[config.mk]
export PLATFORM = sky130hd
export DESIGN_NAME = bxt_ctrl
export DESIGN_NICKNAME = d
export VERILOG_FILES = /design/src/bxt_pkg.sv /design/src/bxt_ctrl.sv
export SDC_FILE = /design/constraint.sdc
export NUM_CORES = 1
export LEC_CHECK = 0
export BUFFER_PORTS_ARGS = -buffer_cell sky130_fd_sc_hd__buf_2
export CAP_MARGIN = 15
export CORE_AREA = 2 2 39 41
export CTS_CLUSTER_DIAMETER = 40
export DETAILED_ROUTE_END_ITERATION = 10
export DIE_AREA = 0 0 41 43
export HOLD_SLACK_MARGIN = 0.02
export MAX_ROUTING_LAYER = met4
export SETUP_SLACK_MARGIN = 0.4
export SKIP_CTS_REPAIR_TIMING = 1
export SLEW_MARGIN = 15
export SYNTH_ARGS = -nofsm -noshare
export SYNTH_HDL_FRONTEND = slang
export SYNTH_SLANG_ARGS = --single-unit
[constraint.sdc]
create_clock -name clk_i -period 1.3 [get_ports clk_i]
set_input_delay 0.065 -clock clk_i [delete_from_list [all_inputs] [get_ports clk_i]]
set_output_delay 0.065 -clock clk_i [all_outputs]
set_load 0.02 [all_outputs]
[src/bxt_pkg.sv]
package bxt_pkg;

  localparam int KEY_BITS   = 31;
  localparam int NODE_POOL  = 8192;
  localparam int COUNT_BITS = 16;

  // Derived widths
  localparam int NODE_AW = $clog2(NODE_POOL);
  localparam int NF_W    = $clog2(NODE_POOL + 1);
  localparam int LVL_W   = $clog2(KEY_BITS);

  localparam logic [COUNT_BITS-1:0] COUNT_MAX = '1;

  // One trie node: two child links, two branch counts
  typedef struct packed {
    logic [1:0][NODE_AW-1:0]    child;
    logic [1:0][COUNT_BITS-1:0] count;
  } node_t;

  localparam int NODE_W = $bits(node_t);

  typedef enum logic [1:0] {
    FUNC_INSERT = 2'd0,
    FUNC_DELETE = 2'd1,
    FUNC_QUERY  = 2'd2
  } func_e;

  typedef enum logic [1:0] {
    STAT_OK        = 2'd0,
    STAT_POOL_FULL = 2'd1,
    STAT_EMPTY     = 2'd2,
    STAT_ABSENT    = 2'd3
  } status_e;

  typedef enum logic [2:0] {
    S_IDLE,
    S_INS_CHECK,
    S_INS_UPD,
    S_DEL_CHECK,
    S_DEL_UPD,
    S_QUERY,
    S_DONE
  } state_e;

  // Controller to datapath
  typedef struct packed {
    logic    load;        // capture key, clear result, start walk at root
    logic    init;        // restart walk at root
    logic    check_step;  // follow key bit
    logic    query_step;  // follow opposite bit when populated
    logic    ins_step;    // insert update at current level
    logic    del_step;    // delete update at current level
    logic    set_status;
    status_e status;
  } cmd_t;

  // Datapath to controller
  typedef struct packed {
    logic last;        // walk is at the lowest key bit
    logic count_full;  // branch count saturated
    logic go_off;      // branch has no child
    logic absent;      // branch missing or empty
    logic pool_fail;   // not enough free nodes for this insert
    logic root_empty;  // no keys stored
  } stat_t;

endpackage

[src/bxt_ctrl.sv]
module bxt_ctrl import bxt_pkg::*; (
  input  logic       clk_i,
  input  logic       rst_ni,
  input  logic       start_i,
  input  logic [1:0] func_i,
  input  stat_t      stat_i,
  output cmd_t       cmd_o,
  output logic       busy_o,
  output logic       done_o
);

  state_e state_q, state_d;

  always_ff @(posedge clk_i or negedge rst_ni) begin
    if (!rst_ni) begin
      state_q <= S_IDLE;
    end else begin
      state_q <= state_d;
    end
  end

  // Next state and commands
  always_comb begin
    state_d = state_q;
    cmd_o   = '0;
    cmd_o.status = STAT_OK;

    unique case (state_q)
      S_IDLE: begin
        if (start_i) begin
          cmd_o.load = 1'b1;
          unique case (func_i)
            FUNC_INSERT: state_d = S_INS_CHECK;
            FUNC_DELETE: state_d = S_DEL_CHECK;
            FUNC_QUERY: begin
              if (stat_i.root_empty) begin
                cmd_o.set_status = 1'b1;
                cmd_o.status     = STAT_EMPTY;
                state_d          = S_DONE;
              end else begin
                state_d = S_QUERY;
              end
            end
            default: state_d = S_DONE;
          endcase
        end
      end

      S_INS_CHECK: begin
        if (stat_i.count_full) begin
          cmd_o.set_status = 1'b1;
          cmd_o.status     = STAT_POOL_FULL;
          state_d          = S_DONE;
        end else if (stat_i.go_off || stat_i.last) begin
          if (stat_i.pool_fail) begin
            cmd_o.set_status = 1'b1;
            cmd_o.status     = STAT_POOL_FULL;
            state_d          = S_DONE;
          end else begin
            cmd_o.init = 1'b1;
            state_d    = S_INS_UPD;
          end
        end else begin
          cmd_o.check_step = 1'b1;
        end
      end

      S_INS_UPD: begin
        cmd_o.ins_step = 1'b1;
        if (stat_i.last) begin
          state_d = S_DONE;
        end
      end

      S_DEL_CHECK: begin
        if (stat_i.absent) begin
          cmd_o.set_status = 1'b1;
          cmd_o.status     = STAT_ABSENT;
          state_d          = S_DONE;
        end else if (stat_i.last) begin
          cmd_o.init = 1'b1;
          state_d    = S_DEL_UPD;
        end else begin
          cmd_o.check_step = 1'b1;
        end
      end

      S_DEL_UPD: begin
        cmd_o.del_step = 1'b1;
        if (stat_i.last) begin
          state_d = S_DONE;
        end
      end

      S_QUERY: begin
        cmd_o.query_step = 1'b1;
        if (stat_i.last) begin
          state_d = S_DONE;
        end
      end

      S_DONE: begin
        state_d = S_IDLE;
      end

      default: state_d = S_IDLE;
    endcase
  end

  assign busy_o = (state_q != S_IDLE);
  assign done_o = (state_q == S_DONE);

endmodule

==> qor.txt <==
Synth-to-Final Area Change: 133%
Hold Fails Final Rpt: 0
Wire per inst: 11.3 um
Die height: 43 um
Largest regs: state_q x3
Mux contribution to synthesized area: 4.46%
Number of antenna diodes: 0
Nature of the critical path endpoint: register
Fraction of the mapped netlist area in adder cells: 0%
DRC errors left: 0
Final Critical Period: 1.56 ns
Sequential Power Share: 13.2%
Mapped Area: 337 um^2
Combinational fraction of design power: 77.4%
# rows: 14
Final Power: 1.74 mW
CTS max path bufs: 2
Pin count of the biggest net entering global routing: 9
Initial drt markers: 13
Flop2flop setup slack: -0.26 ns
Crit Path Class: reg2reg
Mean Syn Cell Area: 7.16 um^2
#FFs+latches synth: 3
Leak: 0.376 nW
Port bufs: 21
Final hold slack: 0.159 ns
VDD IR-drop max: 1570 uV
RSZ-0062 raised after global routing: true
Synth unique cells: 25
Pins Over Slew Limit: 0
Worst R2R Path Depth: 5
Max Clk Rate: 639 MHz
Cells after synthesis: 47
Via density: 4.88
Fin crit share: 120%
DRT Pass-1 Iters: 4
CTS Sinks: 3
Worst-Margin Slew: 0.438 ns
Final core occ: 56.6%
Setup Skew: 0.00137 ns
First-pass GRT wire length: 1.74 mm
H-tree Lvls: 1
Psw: 0.754 mW
Most flops, register: state_q
Critical R2R Launch: state_q[1]$_DFFE_PN0P_
Fin worst setup slack: -0.264 ns
Share of post-route cells with drive strength above 1: 71.6%
CTS tree: done
Failing checks: setup timing
Routability congestion estimate: 0.792
I/O pin total: 22
Overall routing resource usage: 14.9%
Clock share of power: 9.4%
Simple-gate portion of the synthesized area: 31.2%
Switching Share: 43.3%
Routed vias: 508
Routed Antenna Nets: 0
Routed WL: 1.18 mm
Status: complete, but fails checks
PwrDens: 2230 nW/um^2
Clock Latency Late Sink: 0.23 ns
TritonCTS buffer count: 3
Max cap viols: 0
Critical Path Start Type: register
Clock transition at the registers of the reported paths: 0.04 ns
Critical Path AT: 1.67 ns
Critical Path Fanout Max: 8
Internal power: 0.989 mW
Sequential fraction of the synthesis area: 22.3%
Largest family of logic cells by synthesized area: compound AO/OA/AOI/OAI gates
Synth Area in Compound Gates: 33.5%
Horiz. Die Dim: 41 um
Worst EP required: 1.40 ns
Min-Delay Path Class: in2async
Initial antenna violation count: 0
DIE AREA: 1760 um^2
Rel. slew slack: 70.0%
Synth Area in XOR/XNOR: 0%
R2r endpoint: state_q[2]$_DFFE_PN0P_
Flip-flop count of the largest register after layout: 3
Final nets: 100
Starting Density: 24.3%
Post-synth net total: 58
Ys Warns: 0
Post-detail-place hpwl: 863 um
Clock root cell: clkbuf_4
GR Overflow Total: 0
Core area: 1380 um^2
Vias in the first global route: 424
Setup violators final: 11
synth_stat cells:
cell type / n / area (um^2)
nor2_1: 7 / 26.3
o21bai_1: 1 / 7.51
clkbuf_1: 1 / 3.75
nand2b_1: 2 / 12.5
nor2b_1: 1 / 6.26
buf_2: 2 / 10.0
inv_1: 4 / 15.0
dfrtp_1: 3 / 75.1
o21ai_0: 2 / 10.0
o211a_1: 1 / 10.0
and3_1: 1 / 6.26
o31ai_1: 2 / 15.0
mux2_4: 1 / 15.0
or2_1: 1 / 6.26
nor3b_1: 1 / 7.51
a211oi_1: 1 / 7.51
a2111oi_0: 1 / 8.76
nor3_1: 5 / 25.0
nand2_1: 4 / 15.0
a31oi_1: 1 / 6.26
a311o_2: 1 / 11.3
a21oi_1: 1 / 5.00
a22o_1: 1 / 8.76
o32a_1: 1 / 10.0
o31ai_2: 1 / 12.5
critical path: stages, from the launching register on:
cell and delay (ns):
dfrtp_2 0.46, buf_4 0.16, mux2_4 0.29, o32a_1 0.30
o31ai_2 0.09, o31ai_1 0.13
worst max path at each step:
stage,cells after the start,start,to,slack (ns)
finish,5,state_q[1]$_DFFE_PN0P_,state_q[2]$_DFFE_PN0P_,-0.26
global route,5,state_q[1]$_DFFE_PN0P_,state_q[1]$_DFFE_PN0P_,-0.32
CTS,5,state_q[1]$_DFFE_PN0P_,cmd_o[1],-0.33
detailed placement,4,state_q[1]$_DFFE_PN0P_,state_q[2]$_DFFE_PN0P_,-0.15
floorplan,5,state_q[1]$_DFFE_PN0P_,state_q[0]$_DFFE_PN0P_,0.02
global placement,4,state_q[1]$_DFFE_PN0P_,state_q[2]$_DFFE_PN0P_,-0.09
through the flow:
stage | TNS (ns) | instances | instance area, um^2 | setup WS [ns]
2_1_floorplan | 0 | 47 | 425 | 0.0187
3_3_place_gp | -0.402 | 96 | 631 | -0.0936
3_5_place_dp | -0.615 | 96 | 631 | -0.149
4_1_cts | -2.42 | 100 | 657 | -0.335
5_1_grt | -2.42 | 104 | 783 | -0.321
6_report | -1.62 | 104 | 783 | -0.264
cell families after synthesis:
kind of cell / count (synthesis)
and+or+nand+nor: 22
AOI/OAI and AO/OA: 14
DFF: 3
muxes: 1
buffers and inverters: 7
power groups by stage:
| stage | Combinational [mW] | Sequential (mW) | Clock [mW] |
|---|---|---|---|
| final | 1.35 | 0.229 | 0.164 |
| after global routing | 1.44 | 0.244 | 0.182 |
| after CTS | 1.09 | 0.207 | 0.173 |
| after detailed placement | 1.09 | 0.208 | 0 |
| after global placement | 1.08 | 0.202 | 0 |
| after floorplan | 0.730 | 0.179 | 0 |
layout make-up:
class,count,area (um^2)
timing repair buffer,40,308
tap,16,20.0
sequential,3,76.3
inverter,4,17.5
multi-input combinational,37,335
fill,128,601
clock buffer,4,26.3
cell usage in the layout, fill, tap and decap left out, types with 2 or more instances in the layout:
| cell type | n |
|---|---|
| inv_1 | 2 |
| o31ai_1 | 2 |
| dfrtp_1 | 2 |
| nor3_2 | 2 |
| buf_2 | 13 |
| buf_6 | 10 |
| nor2_1 | 4 |
| o21ai_0 | 2 |
| buf_4 | 16 |
| nand2_1 | 4 |
| nor2_2 | 3 |
| nor3_4 | 3 |
| clkbuf_4 | 3 |
routing by layer:
metal  vias up  global-route usage, %  routed length, um  part of all wire [%]
li1        253                      -                  -                     -
met2        16                   21.3                631                    54
met3         0                   4.71                 42                   3.6
met1       239                   18.9                503                    43
met4         0                   6.00                  0                     0
met5         -                      -                  0                     0
Power figures use the tool's default switching activity.
